### config.mk
export PLATFORM = sky130hd
export DESIGN_NAME = tast_mul
export DESIGN_NICKNAME = d
export VERILOG_FILES = /design/src/rtl/tast_mul.sv
export SDC_FILE = /design/constraint.sdc
export NUM_CORES = 1
export LEC_CHECK = 0
export ABC_CLOCK_PERIOD_IN_PS = 6100
export BUFFER_PORTS_ARGS = -buffer_cell sky130_fd_sc_hd__buf_2
export CAP_MARGIN = 10
export CORE_MARGIN = 5
export CORE_UTILIZATION = 50
export CTS_BUF_LIST = sky130_fd_sc_hd__clkbuf_16
export DETAILED_ROUTE_END_ITERATION = 10
export PLACE_DENSITY_LB_ADDON = 0.25
export SLEW_MARGIN = 20
export SYNTH_ARGS = -nofsm -noshare
export SYNTH_HDL_FRONTEND = slang
export SYNTH_SLANG_ARGS = --single-unit
export TNS_END_PERCENT = 1
### constraint.sdc
create_clock -name clock -period 6.1 [get_ports clock]
set_clock_uncertainty 0.05 [all_clocks]
set_input_delay 1.83 -clock clock [delete_from_list [all_inputs] [get_ports clock]]
set_output_delay 1.83 -clock clock [all_outputs]
set_load 0.05 [all_outputs]
### src/rtl/tast_mul.sv
`timescale 1ns / 1ps

// signed multiplier, five register stages: magnitude, 32x32 partial products,
// row sums, total, sign
module tast_mul #(
   parameter int AW = 8,
   parameter int BW = 8
) (
   input  logic                 clock,
   input  logic                 en,
   input  logic signed [AW-1:0] a,
   input  logic signed [BW-1:0] b,
   output logic signed [AW+BW-1:0] p
);

   localparam int CW = 32;
   localparam int NA = (AW + CW - 1) / CW;
   localparam int NB = (BW + CW - 1) / CW;
   localparam int FW = (NA + NB) * CW;
   localparam int PW = AW + BW;

   logic [AW-1:0]      a_abs;
   logic [BW-1:0]      b_abs;
   logic [NA*CW-1:0]   a_mag_ff;
   logic [NB*CW-1:0]   b_mag_ff;
   logic [3:0]         neg_ff;
   logic [2*CW-1:0]    pp_ff [NA][NB];
   logic [FW-1:0]      row_in [NA];
   logic [FW-1:0]      row_ff [NA];
   logic [FW-1:0]      sum_in;
   logic [FW-1:0]      sum_ff;
   logic [PW-1:0]      mag;
   logic signed [PW-1:0] p_ff;

   assign a_abs = a[AW-1] ? (~a + 1'b1) : a;
   assign b_abs = b[BW-1] ? (~b + 1'b1) : b;

   always_comb begin
      for (int i = 0; i < NA; i++) begin
         row_in[i] = '0;
         for (int j = 0; j < NB; j++) begin
            row_in[i] = row_in[i] + (FW'(pp_ff[i][j]) << (j * CW));
         end
      end
   end

   always_comb begin
      sum_in = '0;
      for (int i = 0; i < NA; i++) begin
         sum_in = sum_in + (row_ff[i] << (i * CW));
      end
   end

   assign mag = sum_ff[PW-1:0];

   always_ff @(posedge clock) begin
      if (en) begin
         a_mag_ff <= (NA*CW)'(a_abs);
         b_mag_ff <= (NB*CW)'(b_abs);
         neg_ff   <= {neg_ff[2:0], a[AW-1] ^ b[BW-1]};
         for (int i = 0; i < NA; i++) begin
            for (int j = 0; j < NB; j++) begin
               pp_ff[i][j] <= a_mag_ff[i*CW +: CW] * b_mag_ff[j*CW +: CW];
            end
            row_ff[i] <= row_in[i];
         end
         sum_ff <= sum_in;
         p_ff   <= neg_ff[3] ? -mag : mag;
      end
   end

   assign p = p_ff;

endmodule

-- After elaboration in Yosys (flattened, before gate mapping)
Memory sizes are Yosys's and may differ from the RTL's. A register that Yosys moved wholly into a read port is not among the register bits.
Cells that the tools add are included.
- add/sub/neg operators: 3
- bitwise logic cells: 3
- muxes and demuxes: 5
- multipliers: 1
- operators by type and width (kind ; number):
    8-bit by 1-bit adder with 8-bit output (second input constant) ; 2
    8-bit by 8-bit multiplier with 16-bit output ; 1
    16-bit 2-to-1 mux ; 1
    16-bit negation ; 1
    8-bit NOT ; 2
    7-bit 2-to-1 mux ; 2
    1-bit 2-to-1 mux ; 2
    1-bit XOR ; 1
- register bits: 36
- logic and storage cells: 20
- bits in writable memories: 80
- output and inout port bits: 16
- memories: 2
- input bits: 18
- memories (memory ; words ; width ; read ports ; clocked after Yosys merged registers in ; wr ports ; RTL line ; source):
    row_ff ; 1 ; 64 ; 1 ; 1 ; 1 ; 29 ; logic [FW-1:0] row_ff [NA];
    pp_ff ; 1 ; 16 ; 1 ; 0 ; 1 ; 27 ; logic [2*CW-1:0] pp_ff [NA][NB];

-- Logic depth before layout (Yosys ltp)
- depth after elaboration: 3
- mapped depth: 15

-- Worst setup path after synthesis
No wires, ideal clock.
- kind: flip-flop to flip-flop
- from: register b_mag_ff[7]
- to: memory pp_ff[0][13] (netlist bit), data pin
- stages on the path, launching flop included: 14
- clock period less this slack: 4.369 ns
- arrival time: 4.124 ns
- slack: 1.731 ns
- setup time: 0.195 ns
- path through: edfxtp_1 and2_1 fa_1 fa_1 fa_1 inv_1 fa_1 inv_1 ha_1 clkbuf_1 a21oi_1 a21oi_1 or3_1 o311ai_0
- longest elaborated chain between the ends: 1
- RTL lines (item ; RTL line ; source):
    from (decl) ; 25 ; logic [NB*CW-1:0] b_mag_ff;
    from (signal assigned) ; 59 ; b_mag_ff <= (NB*CW)'(b_abs);
    8-bit by 8-bit multiplier with 16-bit output ; 63 ; pp_ff[i][j] <= a_mag_ff[i*CW +: CW] * b_mag_ff[j*CW +: CW];
    to (decl) ; 27 ;
No other way between the ends.

-- Worst setup path after layout
- from: register b_mag_ff[6]
- to: memory pp_ff[0][11] (netlist bit), data pin
The elaborated chain is that of the path after synthesis.

==> flow_summary.json <==
{
  "antenna_cells": 0,
  "setup_violations": 0,
  "numCtsBuffers": 9,
  "rsz0062_at_grt": "no",
  "worstPathCellList": "and2_1 -> fa_1 -> fa_1 -> fa_1 -> inv_1 -> fa_1 -> inv_1 -> ha_1 -> a21oi_1 -> a21oi_1 -> or3_1 -> o311ai_0",
  "setup-tns-final_ns": 0,
  "grt_usage_pct": 14.38,
  "timing.final.max_slew_violations": 0,
  "post-route-period-util_pct": 76.35,
  "ys_ff_latch": 84,
  "syn_to_final_growth_pct": 10.83,
  "max_freq_ghz": 0.2147,
  "die_x_um": 113.9,
  "drt-total-wl_um": 8517,
  "drtIter0Drc": 85,
  "portBuffers": 33,
  "timing.rr.end": "pp_ff[0][11]$_DFFE_PP_",
  "die_height_um": 113.9,
  "vias": 3267,
  "ant_nets": 0,
  "synthFlopType": "edfxtp_1",
  "path_delay_family": "adder cells",
  "drive_above_1_share_pct": 10.70,
  "synthArstFlopShare_pct": 0,
  "clk_pin_slew_ns": 0.06,
  "cts-resized-gates": 0,
  "crit_arrival_ns": 4.72,
  "setup.worst_path.end_class": "register",
  "yosysTopAreaCellShare_pct": 46.74,
  "yosysTopAreaCell": "edfxtp_1",
  "vias_per_cell": 5.219,
  "reg2reg_from": "b_mag_ff[6]$_DFFE_PP_",
  "max-vdd-ir-drop_mv": 0.1986,
  "max_stage_delay_ns": 0.54,
  "finalHoldViolCount": 0,
  "grt_pass1_vias": 3294,
  "cts_buffer_depth": 2,
  "ctsHoldBuffers": 0,
  "grt_max_degree": 85,
  "cts_tree": "built",
  "drcViolationCount": 0,
  "clock_sinks": 84,
  "post_drt_wl_per_cell_um": 13.61,
  "hold_path.class": "register to register",
  "max_slew_margin_pct": 32.51,
  "critical_path_class": "register to register",
  "fillers": 926,
  "die-area_um2": 12970,
  "yosysWarnings": 0,
  "fin_crit_ns": 4.658,
  "synth_area_leaders": "edfxtp_1, fa_1, ha_1",
  "holdCritStartpoint": "pp_ff[0][13]$_DFFE_PP_",
  "critPathBufInv": 2,
  "grt_antenna_before_repair": 0,
  "worstPathRequired_ns": 6.16,
  "rrSetupSlack_ns": 1.44,
  "worstMarginPinSlew_ns": 1.012,
  "ys_seq_area_share_pct": 46.74,
  "maxCapViolCount": 0,
  "cts_root_buffer": "clkbuf_16",
  "first_pass_iters": 4,
  "whs_endpoint": "row_ff[0][13]$_DFFE_PP_",
  "nets": 574,
  "cpMostUsedCell": "fa_1",
  "crit_path_max_fanout": 8,
  "clk_latency_ns": 0.34,
  "core_um2": 10700,
  "crit_slowest_cell": "fa_1",
  "instances_no_fill": 626,
  "status": "finished clean",
  "worst_r2r_path_depth": 12,
  "num_rows": 38,
  "critPathLaunchType": "register",
  "htree_levels": 3,
  "syn_inst": 446,
  "gp_congestion": 0.8254,
  "post_cts_buffers": 0,
  "syn-num-nets": 539,
  "dp.cells": 610,
  "start_util_pct": 50.44,
  "hpwl_um": 6601,
  "io_pins": 34,
  "layout_common_cells": "edfxtp_1, inv_1, and2_1",
  "p_leak_nw": 2.534,
  "cellPowerDensity_nw_per_um2": 449.4,
  "syn_area_um2": 5396,
  "worstSetupStartpoint": "b_mag_ff[6]$_DFFE_PP_",
  "grt-ovfl-total": 0,
  "syn_area_per_cell_um2": 12.10,
  "synth_edf_count": 84,
  "layout_commonest_cell": "edfxtp_1",
  "grt_pass1_wl_um": 14840,
  "min_path_cells": 0,
  "synth.distinct_cells": 48
}
-- flip-flops by register name (all words and copies together) (netlist names) --
name and count:
row_ff 16, sum_ff 16, pp_ff 16, p 16, neg_ff 4, b_mag_ff 8, a_mag_ff 8
-- logic make-up (layout without fill, tap and decap cells) --
logic type	after synthesis	in the layout	synth area share (%)
XOR/XNOR	31	31	5.031
adder cells (fa/ha/maj)	75	75	22.40
AO/OA/AOI/OAI	57	57	7.489
buffers and inverters	71	111	5.101
flip-flops	84	84	46.74
AND/OR/NAND/NOR	128	128	13.24
-- cell type report --
| cell class | count | area (µm²) | share of cell area (%) |
|---|---|---|---|
| multi-input cells | 291 | 2599 | 43.45 |
| flip-flops and latches | 84 | 2522 | 42.18 |
| inverters | 62 | 232.7 | 3.891 |
| clock buffers | 9 | 225.2 | 3.766 |
| well taps | 140 | 175.2 | 2.929 |
| repair buffers | 33 | 167.7 | 2.803 |
| clock inverters | 7 | 58.81 | 0.9833 |
-- where the power goes --
group	internal, mW	switching (mW)
clock	0.283	0.234
combinational	0.515	0.760
sequential	0.839	0.0568
-- cell usage after synthesis (2+ instances only) --
master,count
and2_1,48
or3_1,6
o21ai_0,13
a21oi_1,9
clkbuf_1,7
a31oi_1,3
nand4_1,2
a21o_1,3
nor4b_1,2
inv_1,62
o2111a_1,2
nor2b_1,3
o41ai_1,2
a211o_1,2
xnor2_1,24
xor2_1,7
a211oi_1,2
o31ai_1,5
ha_1,39
and3_1,3
o21a_1,2
fa_1,36
edfxtp_1,84
nor3_1,5
nor2_1,7
nand2_1,29
nor4_1,4
o311ai_0,4
nand2b_1,7
nand3_1,6
-- per-layer routing --
| metal | wire length (µm) | GRT usage (%) | vias up |
|---|---|---|---|
| met5 | 0 | 0 | - |
| li1 | - | - | 1624 |
| met2 | 4467 | 25.64 | 65 |
| met4 | 230 | 7.284 | 0 |
| met3 | 346 | 2.865 | 19 |
| met1 | 3472 | 16.36 | 1559 |
-- worst max-delay path by stage --
stage,cells past startpoint,to,slack (ns)
floorplan,13,pp_ff[0][13]$_DFFE_PP_,1.73
global placement,13,pp_ff[0][10]$_DFFE_PP_,1.60
detailed placement,12,pp_ff[0][11]$_DFFE_PP_,1.45
CTS,12,pp_ff[0][11]$_DFFE_PP_,1.42
global route,13,pp_ff[0][12]$_DFFE_PP_,1.17
finish,12,pp_ff[0][11]$_DFFE_PP_,1.44
-- metrics by stage --
stage	area (µm²)	util (%)	total power, mW	setup WS, ns	hold slack [ns]
after floorplan	5396	-	1.903	1.731	0.3503
after global placement	5697	53.25	2.118	1.600	0.3515
after detailed placement	5697	53.25	2.167	1.445	0.3545
after CTS	5981	55.91	2.707	1.424	0.3669
after global routing	5981	55.91	2.932	1.173	0.3769
final	5981	55.91	2.688	1.442	0.3646
Note: power is estimated with default switching activity, not from simulation.
