## src/rtl/tast_pkg.sv

```systemverilog
`timescale 1ns / 1ps

package tast_pkg;

   localparam int COORD_W = 20;
   localparam int REG_W   = 48;
   localparam int DATA_W  = 64;
   localparam int ADDR_W  = 5;

   localparam logic [REG_W-1:0] ALPHA_RESET = 48'd0;
   localparam logic [REG_W-1:0] DENOM_RESET = 48'd281475;
   localparam logic [REG_W-1:0] NUMER_RESET = 48'd18446744074;

   typedef enum logic [1:0] {
      REG_ALPHA = 2'd0,
      REG_DENOM = 2'd1,
      REG_NUMER = 2'd2
   } reg_index_type;

   typedef struct packed {
      logic signed [COORD_W-1:0] a_x;
      logic signed [COORD_W-1:0] a_y;
      logic signed [COORD_W-1:0] a_z;
      logic signed [COORD_W-1:0] b_x;
      logic signed [COORD_W-1:0] b_y;
      logic signed [COORD_W-1:0] b_z;
      logic signed [COORD_W-1:0] c_x;
      logic signed [COORD_W-1:0] c_y;
      logic signed [COORD_W-1:0] c_z;
      logic signed [COORD_W-1:0] d_x;
      logic signed [COORD_W-1:0] d_y;
      logic signed [COORD_W-1:0] d_z;
   } req_data_type;

   typedef struct packed {
      logic passes;
      logic indeterminate;
   } rsp_data_type;

   typedef struct packed {
      logic [REG_W-1:0] alpha;
      logic [REG_W-1:0] denom;
      logic [REG_W-1:0] numer;
   } limits_type;

endpackage

```

## src/rtl/tast_csr.sv

```systemverilog
`timescale 1ns / 1ps

module tast_csr import tast_pkg::*; (
   input  logic              clock,
   input  logic              reset,
   input  logic              psel,
   input  logic              penable,
   input  logic              pwrite,
   input  logic [ADDR_W-1:0] paddr,
   input  logic [DATA_W-1:0] pwdata,
   output logic [DATA_W-1:0] prdata,
   output logic              pready,
   output limits_type        limits
);

   limits_type  lim_ff;
   logic [1:0]  idx;

   assign idx    = paddr[4:3];
   assign pready = 1'b1;
   assign limits = lim_ff;

   always_ff @(posedge clock) begin
      if (reset) begin
         lim_ff.alpha <= ALPHA_RESET;
         lim_ff.denom <= DENOM_RESET;
         lim_ff.numer <= NUMER_RESET;
      end else if (psel && penable && pwrite) begin
         unique case (idx)
            REG_ALPHA: lim_ff.alpha <= pwdata[REG_W-1:0];
            REG_DENOM: lim_ff.denom <= pwdata[REG_W-1:0];
            REG_NUMER: lim_ff.numer <= pwdata[REG_W-1:0];
            default: ;
         endcase
      end
   end

   always_comb begin
      unique case (idx)
         REG_ALPHA: prdata = DATA_W'(lim_ff.alpha);
         REG_DENOM: prdata = DATA_W'(lim_ff.denom);
         REG_NUMER: prdata = DATA_W'(lim_ff.numer);
         default:   prdata = '0;
      endcase
   end

endmodule

```

## config.mk

```make
export PLATFORM = sky130hd
export DESIGN_NAME = tast_csr
export DESIGN_NICKNAME = d
export VERILOG_FILES = /design/src/rtl/tast_pkg.sv /design/src/rtl/tast_csr.sv
export SDC_FILE = /design/constraint.sdc
export NUM_CORES = 1
export LEC_CHECK = 0
export BUFFER_PORTS_ARGS = -buffer_cell sky130_fd_sc_hd__buf_2
export CELL_PAD_IN_SITES_DETAIL_PLACEMENT = 0
export CELL_PAD_IN_SITES_GLOBAL_PLACEMENT = 2
export CORE_ASPECT_RATIO = 1.5
export CORE_UTILIZATION = 30
export CTS_BUF_LIST = sky130_fd_sc_hd__clkbuf_16
export DETAILED_ROUTE_END_ITERATION = 16
export HOLD_SLACK_MARGIN = 0.1
export MAX_ROUTING_LAYER = met4
export PLACE_DENSITY = 0.85
export SLEW_MARGIN = 25
export SYNTH_ARGS = -nofsm -noshare
export SYNTH_HDL_FRONTEND = slang
export SYNTH_SLANG_ARGS = --single-unit
export TNS_END_PERCENT = 10
```

## constraint.sdc

```tcl
create_clock -name clock -period 3.9 [get_ports clock]
set_input_delay 0.78 -clock clock [delete_from_list [all_inputs] [get_ports clock]]
set_output_delay 0.78 -clock clock [all_outputs]
set_load 0.01 [all_outputs]
```

; ---- After elaboration in Yosys (flattened, before gate mapping)
; Index checks and enable logic that the tools add are counted.
[word_totals]
regBits = 144
in_bits = 74
[classes]
n_eq_ne = 2
muxes = 1
n_reduce_logical = 6
[op_table]
columns = op, n
row1 = $pmux W48 S3, 1
row2 = $reduce_and A2 Y1, 3
row3 = $eq A2 B1 Y1 const B, 1
row4 = $eq A2 B2 Y1 const B, 1
row5 = $logic_and A1 B1 Y1, 2
row6 = $logic_not A2 Y1, 1

; ---- Logic depth before layout (Yosys ltp)
; Gate-level depths: netlist (run 1).
[depth]
ltp_word = 3
mapped_depth = 6

; ---- Least setup slack after synthesis (run 1)
; No wires, ideal clock.
[synth_path]
kind = input-to-output
startpoint = input paddr[3]
endpoint = output prdata[26]
arrival_ns = 1.799
required_time_ns = 3.120
path_slack_ns = 1.321
cell_stages = 6
path_cell_list = buf_2 -> and2b_1 -> buf_2 -> clkbuf_1 -> nand2_1 -> o21ai_0
[synth_via]
elab_chain_cells = 2
elab_cells_between_ends = 4
classes_between = eq/ne (2) / mux (1) / reduce/logical (1)
[synth_lines]
columns = element, line_no
row1 = start: declaration, tast_csr.sv:9  ; input logic [ADDR_W-1:0] paddr,
row2 = "$eq A2 B2 Y1, or another cell as far along", tast_csr.sv:39  ; unique case (idx)
row3 = $pmux W48 S3 *, tast_csr.sv:39
row4 = end: declaration, tast_csr.sv:11  ; output logic [DATA_W-1:0] prdata,
; Mark *: on every way between the ends. The rest lies on a longest branch, timed or not.

; ---- Worst setup path after layout (run 1)
[layout_path]
startpoint = input paddr[4]
endpoint = output prdata[37]
; The elaborated chain is that of the path after synthesis.

==> results.ini, run 1 <==
[power]
ir_drop_uv = 269.5
power.leakage_nw = 4.418
power_density_nw_per_um2 = 373.0

[floorplan]
start_util = 0.3071
io_pins = 283
num_rows = 67
fp.dieH_um = 187.7
core_um2 = 22470
die_w_um = 125.8
die-area_um2 = 23620

[sta]
finClkSkew_ps = 0
worst_pin_slew_ps = 962.5
fin_crit_sh = 0.7298
slew_headroom = 0.3583
fin_crit_ps = 2846
hold_violations = 0
setup-violations-final = 0
rsz0062_at_grt = false
fmax_mhz = 351.3
fin_tns_setup_ps = 0
maxSlewViolCount = 0

[layout]
instances_no_fill = 1232
largest_reg_flops = 144
final_nets = 1016
multi_input_area_um2 = 3679
drive_above_1_share = 0.3037
fillers = 2326
regArea_um2 = 2883
area_delta_synth_final_pct = 27.47
fin_area_um2 = 8796

[clocking]
cts_buffers = 17
ctsHtreeMaxLevel = 4
cts_root_buf = clkbuf_16
cts_hold_buf = 0
clk_pin_slew_worst_paths_ps = 60
cts_setup_buffers = 0
cts.repair.resized = 0
cts_tree = built
cts.sinks = 144
cts_buffer_depth = 2
clkLatencyLatePin_ps = 400

[global_routing]
antenna_found_initial = 1
grt_usage = 0.1754
grt_max_degree = 90
grt_pass1_vias = 5429
grt_overflow = 0
grt_pass1_wl_um = 30840

[placed_design]
io_buffers = 246
place_congestion = 0.7440
place_area_um2 = 8255
dp.cells = 1199
dp_hpwl_um = 13390

[synthesis]
yosysTopAreaCell = dfxtp_1
yosys_warnings = 0
synthCells = 725
seq_area_frac_synth = 0.4178
synthesis.area_um2 = 6900
yosysUniqueCellTypes = 18
synthTopCellsByArea = dfxtp_1, mux2i_1, nand2b_1, o21ai_0, buf_4
synth_seq_cells = 144
syn_area_per_cell_um2 = 9.518
netlist.area_leader.share = 0.4178

[worst_setup_path]
critical_path_class = in -> out
path_common_cell = buf_2
r2r_end = limits[1]$_SDFFE_PP1P_
start_kind = primary input
r2r_start = limits[1]$_SDFFE_PP1P_
end_kind = primary output
cp_data_arrival_time_ps = 2070
worst_ep_required_time_ps = 3120
crit_path_start = paddr[4]
rrSetupSlack_ps = 3220
crit_path_top_delay_cell = buf_2
path_cells = buf_2, and2b_2, buf_12, nand2_1, o21ai_0, buf_2
r2r_cells = 2
cp-endpoint = prdata[37]
worst-path-max-fanout = 49
slowest_delay_ps = 370

[outcome]
status = finished, final reports clean

[drt]
vias = 5632
drc = 0
drtIter0Drc = 135
dr.pass1.iters = 4
wl_per_cell_um = 16.41
routed_via_density = 4.571
antenna_left = 0
drt-total-wl_um = 20220

[flow_run]
drv_cap = 0

[hold_path]
hold_class = reg -> reg

## per-stage QoR
stage	power [W]	hold WS (ps)	util	setup slack (ps)
after floorplan	0.001729	503.8	-	1321
final	0.003281	485.4	0.3915	1054
after global placement	0.001829	468.9	0.3675	1013
after global routing	0.003422	503.2	0.3915	924.7
after CTS	0.003333	488.4	0.3914	1008
after detailed placement	0.001831	474.6	0.3675	1010
## placed cells by master (no fill, tap or decap), drive strengths merged, types with 3 or more instances in the layout
| cell type | count |
|---|---|
| buf | 256 |
| conb | 17 |
| mux2i | 192 |
| o21ai | 48 |
| nor2 | 42 |
| inv | 5 |
| clkinv | 7 |
| clkbuf | 17 |
| nand2b | 169 |
| nand2 | 48 |
| dfxtp | 144 |
| clkinvlp | 3 |
## Yosys cell counts
library cell / instances
nand2b_1: 169
buf_2: 13
nor3_1: 1
buf_6: 3
mux2i_1: 192
o21ai_0: 48
conb_1: 2
clkbuf_1: 32
nand2_1: 48
nand3_1: 1
nor2_1: 42
dfxtp_1: 144
and2b_1: 1
nand4_1: 1
nor3b_1: 1
or3_1: 1
or3b_1: 1
buf_4: 25
## logic make-up (layout without fill, tap and decap cells)
logic type             Yosys count  count (layout)  synth area share
and+or+nand+nor                266             266            0.2089
muxes                          192             192            0.2785
DFF                            144             144            0.4178
buffers and inverters           73             288           0.05893
AOI/OAI and AO/OA               48              48           0.03481
other                            2              18          0.001088
## how the worst min path moves through the flow
stage	endpoint	slack (ps)	cells after the start	startpoint
2_1_floorplan	limits[100]$_SDFFE_PP0P_	500	2	limits[100]$_SDFFE_PP0P_
3_3_place_gp	limits[96]$_SDFFE_PP0P_	470	2	limits[96]$_SDFFE_PP0P_
3_5_place_dp	limits[123]$_SDFFE_PP0P_	470	2	limits[123]$_SDFFE_PP0P_
4_1_cts	limits[123]$_SDFFE_PP0P_	490	2	limits[123]$_SDFFE_PP0P_
5_1_grt	limits[116]$_SDFFE_PP0P_	500	2	limits[116]$_SDFFE_PP0P_
6_report	limits[123]$_SDFFE_PP0P_	490	2	limits[123]$_SDFFE_PP0P_
## layer usage
layer / GRT usage / vias to the layer above / wire, um / part of all wire
li1: - / 2806 / - / -
met1: 0.1956 / 2643 / 8582 / 0.42
met2: 0.3135 / 168 / 10490 / 0.52
met3: 0.03110 / 15 / 776 / 0.038
met4: 0.05792 / 0 / 365 / 0.018
met5: - / - / 0 / 0
## worst max-delay path, delay by kind of cell
family / cells / cell delay, ps
and+or+nand+nor: 2 / 330
AOI/OAI and AO/OA: 1 / 100
buffers and inverters: 3 / 820
## area by class of cell
type | instances | share of cell area
Multi-Input combinational cell | 523 | 0.4182
Sequential cell | 144 | 0.3277
Timing Repair Buffer | 256 | 0.1533
Clock buffer | 17 | 0.04836
Tap cell | 276 | 0.03926
Clock inverter | 15 | 0.01280
Antenna cell | 1 | 0.0002845
## report_power, final
part / switching [W] / internal (W) / leakage [nW]
combinational: 0.000165 / 0.000123 / 2.99
clock: 0.000668 / 0.000820 / 0.261
sequential: 0.0000154 / 0.00149 / 1.16
total: 0.000848 / 0.00243 / 4.42
Note: power is estimated with default switching activity, not from simulation.
==> run 2: changes to the inputs <==
CORE_UTILIZATION = 25   (was 30)
PLACE_DENSITY = 0.76   (was 0.85)
clock period = 2.6 ns   (was 3.9 ns; I/O delays follow)
==> run 2 against run 1 <==
Against the previous run: worst setup slack lost 630 ps; combinational power grew 52%; wire length increased by 4.5%; core utilization down 6.0 points; worst hold slack worse by 120 ps; non-clock buffer count is 8 higher; final area grew 2.6%; flip-flop and latch count is the same; critical path type unchanged; critical endpoint is now prdata[25]; highest routed layer unchanged.
==> results.ini, run 2 (synthesis results as in run 1) <==
[placed_design]
dp_hpwl_um = 14790  ; was 13390 um
io_buffers = 246  ; unchanged
place_congestion = 0.7314  ; was 0.7440
place_area_um2 = 8423  ; was 8255 um^2
dp.cells = 1273  ; was 1199

[worst_setup_path]
path_cells = buf_2, and2b_2, buf_12, nand2_1, o21ai_0, buf_2  ; unchanged
r2r_start = limits[14]$_SDFFE_PP1P_  ; was limits[1]$_SDFFE_PP1P_
critical_path_class = in -> out  ; unchanged
crit_path_top_delay_cell = buf_2  ; unchanged
cp_data_arrival_time_ps = 1660  ; was 2070 ps
crit_path_start = paddr[4]  ; unchanged
start_kind = primary input  ; unchanged
end_kind = primary output  ; unchanged
worst_ep_required_time_ps = 2080  ; was 3120 ps
path_common_cell = buf_2  ; unchanged
worst-path-max-fanout = 39  ; was 49
slowest_delay_ps = 290  ; was 370 ps

[floorplan]
num_rows = 74  ; was 67
io_pins = 283  ; unchanged
fp.dieH_um = 205.5  ; was 187.7 um
core_um2 = 27220  ; was 22470 um^2
start_util = 0.2535  ; was 0.3071
die_w_um = 137.7  ; was 125.8 um
die-area_um2 = 28280  ; was 23620 um^2

[hold_path]
hp-start = pwdata[17]  ; was limits[123]$_SDFFE_PP0P_
hold_class = in -> reg  ; was reg -> reg

[clocking]
cts_tree = built  ; unchanged
cts_root_buf = clkbuf_16  ; unchanged
cts_setup_buffers = 0  ; unchanged
clk_pin_slew_worst_paths_ps = 60  ; about the same
cts_buffers = 17  ; unchanged
cts_hold_buf = 0  ; unchanged
ctsHtreeMaxLevel = 4  ; unchanged
clkLatencyLatePin_ps = 420  ; was 400 ps
cts.sinks = 144  ; unchanged
cts_buffer_depth = 2  ; unchanged
cts.repair.resized = 0  ; unchanged

[drt]
drc = 0  ; unchanged
dr.pass1.iters = 4  ; unchanged
drtIter0Drc = 184  ; was 135
vias = 5681  ; was 5632
antenna_left = 0  ; unchanged
wl_per_cell_um = 16.19  ; was 16.41 um
routed_via_density = 4.353  ; was 4.571
drt-total-wl_um = 21120  ; was 20220 um

[layout]
final_common_cell = buf_2  ; unchanged
mostFrequentLayoutCells = buf_2, mux2i_1, nand2b_1  ; unchanged
drive_above_1_share = 0.3063  ; was 0.3037
diodes = 0  ; was 1
fin_area_um2 = 9022  ; was 8796 um^2
fillers = 2870  ; was 2326
area_delta_synth_final_pct = 30.75  ; was 27.47%
instances_no_fill = 1305  ; was 1232
largest_reg_flops = 144  ; unchanged
final_nets = 1024  ; was 1016

[sta]
fin_tns_setup_ps = 0  ; unchanged
hold_violations = 0  ; unchanged
slew_headroom = 0.5174  ; was 0.3583
fin_crit_sh = 0.8370
worst_pin_slew_ps = 724.0  ; was 962.5 ps
finClkSkew_ps = 0  ; unchanged
rsz0062_at_grt = false  ; unchanged
maxSlewViolCount = 0  ; unchanged
fmax_mhz = 459.5
holdWs_ps = 368.2  ; was 485.4 ps
setup-violations-final = 0  ; unchanged
fin_crit_ps = 2176

[power]
pwr-share-comb = 0.084  ; was 0.088
pwr-share-clk = 0.484  ; was 0.453
ir_drop_uv = 417.3  ; was 269.5 uV
p_int_w = 0.004007  ; was 0.002433 W
seqPwrFrac = 0.433  ; was 0.459
p_switching_w = 0.001218  ; was 0.0008477 W
power.total_w = 0.005225  ; was 0.003281 W
power.leakage_nw = 4.495  ; was 4.418 nW
power_density_nw_per_um2 = 579.1  ; was 373.0 nW/um^2
netSwitchingFraction = 0.2331  ; was 0.2584

[flow_run]
drv_cap = 0  ; unchanged

[global_routing]
grt_overflow = 0  ; unchanged
antenna_found_initial = 0  ; was 1
grt_max_degree = 83  ; was 90
grt_usage = 0.1563  ; was 0.1754
grt_pass1_wl_um = 31890  ; was 30840 um
grt_pass1_vias = 5497  ; was 5429

[outcome]
status = finished, final reports clean  ; unchanged

[run 2: cell types whose count changed in the layout (fill, tap and decap cells not counted)]
cell / change
diode_2: -1
bufinv_16: +4
clkinvlp_4: -1
inv_6: -3
clkinv_1: +4
clkinv_2: +2
clkinv_4: -4
inv_8: -1
buf_4: +6
inv_1: -1
buf_12: +2
[run 2: worst max-delay path, delay by kind of cell]
kind / cells / cell delay, ps
AND/OR/NAND/NOR: 2 / 330
AO/OA/AOI/OAI: 1 / 70
buffers and inverters: 3 / 700
[run 2: final cells by class]
| cell class | instances | area, um^2 | share of cell area |
|---|---|---|---|
| multi-input combinational | 523 | 3679 | 0.4077 |
| clock buffer | 17 | 425.4 | 0.04715 |
| clock inverter | 15 | 173.9 | 0.01928 |
| tap | 342 | 427.9 | 0.04743 |
| timing repair buffer | 264 | 1434 | 0.1589 |
| sequential | 144 | 2883 | 0.3195 |
[run 2: routing by layer]
layer	routed length, um	vias up	share of wire	track usage
met5	0	-	0	-
met4	350	0	0.017	0.05495
met3	813	22	0.038	0.02784
met2	11150	163	0.53	0.2755
met1	8814	2672	0.42	0.1740
li1	-	2824	-	-
[run 2: through the flow]
step / worst slack, ps / util
after floorplan: 540.7 / -
after global placement: 394.6 / 0.3094
after detailed placement: 375.1 / 0.3094
after CTS: 382.1 / 0.3314
after global routing: 285.6 / 0.3314
final: 423.7 / 0.3314
[run 2: final timing paths]
check                                  to  cells after the start  slack, ps
setup / recovery               prdata[25]                      6        420
hold / removal    limits[17]$_SDFFE_PP1P_                      3        370
setup reg to reg  limits[14]$_SDFFE_PP1P_                      2       1940
hold reg to reg   limits[39]$_SDFFE_PP0P_                      2        490
[run 2: power by group through the flow]
stage,Sequential [W],Clock [W],Combinational (W)
2_1_floorplan,0.00232,0,0.000276
3_3_place_gp,0.00231,0,0.000443
3_5_place_dp,0.00231,0,0.000447
4_1_cts,0.00226,0.00261,0.000448
5_1_grt,0.00226,0.00271,0.000482
6_report,0.00226,0.00253,0.000437
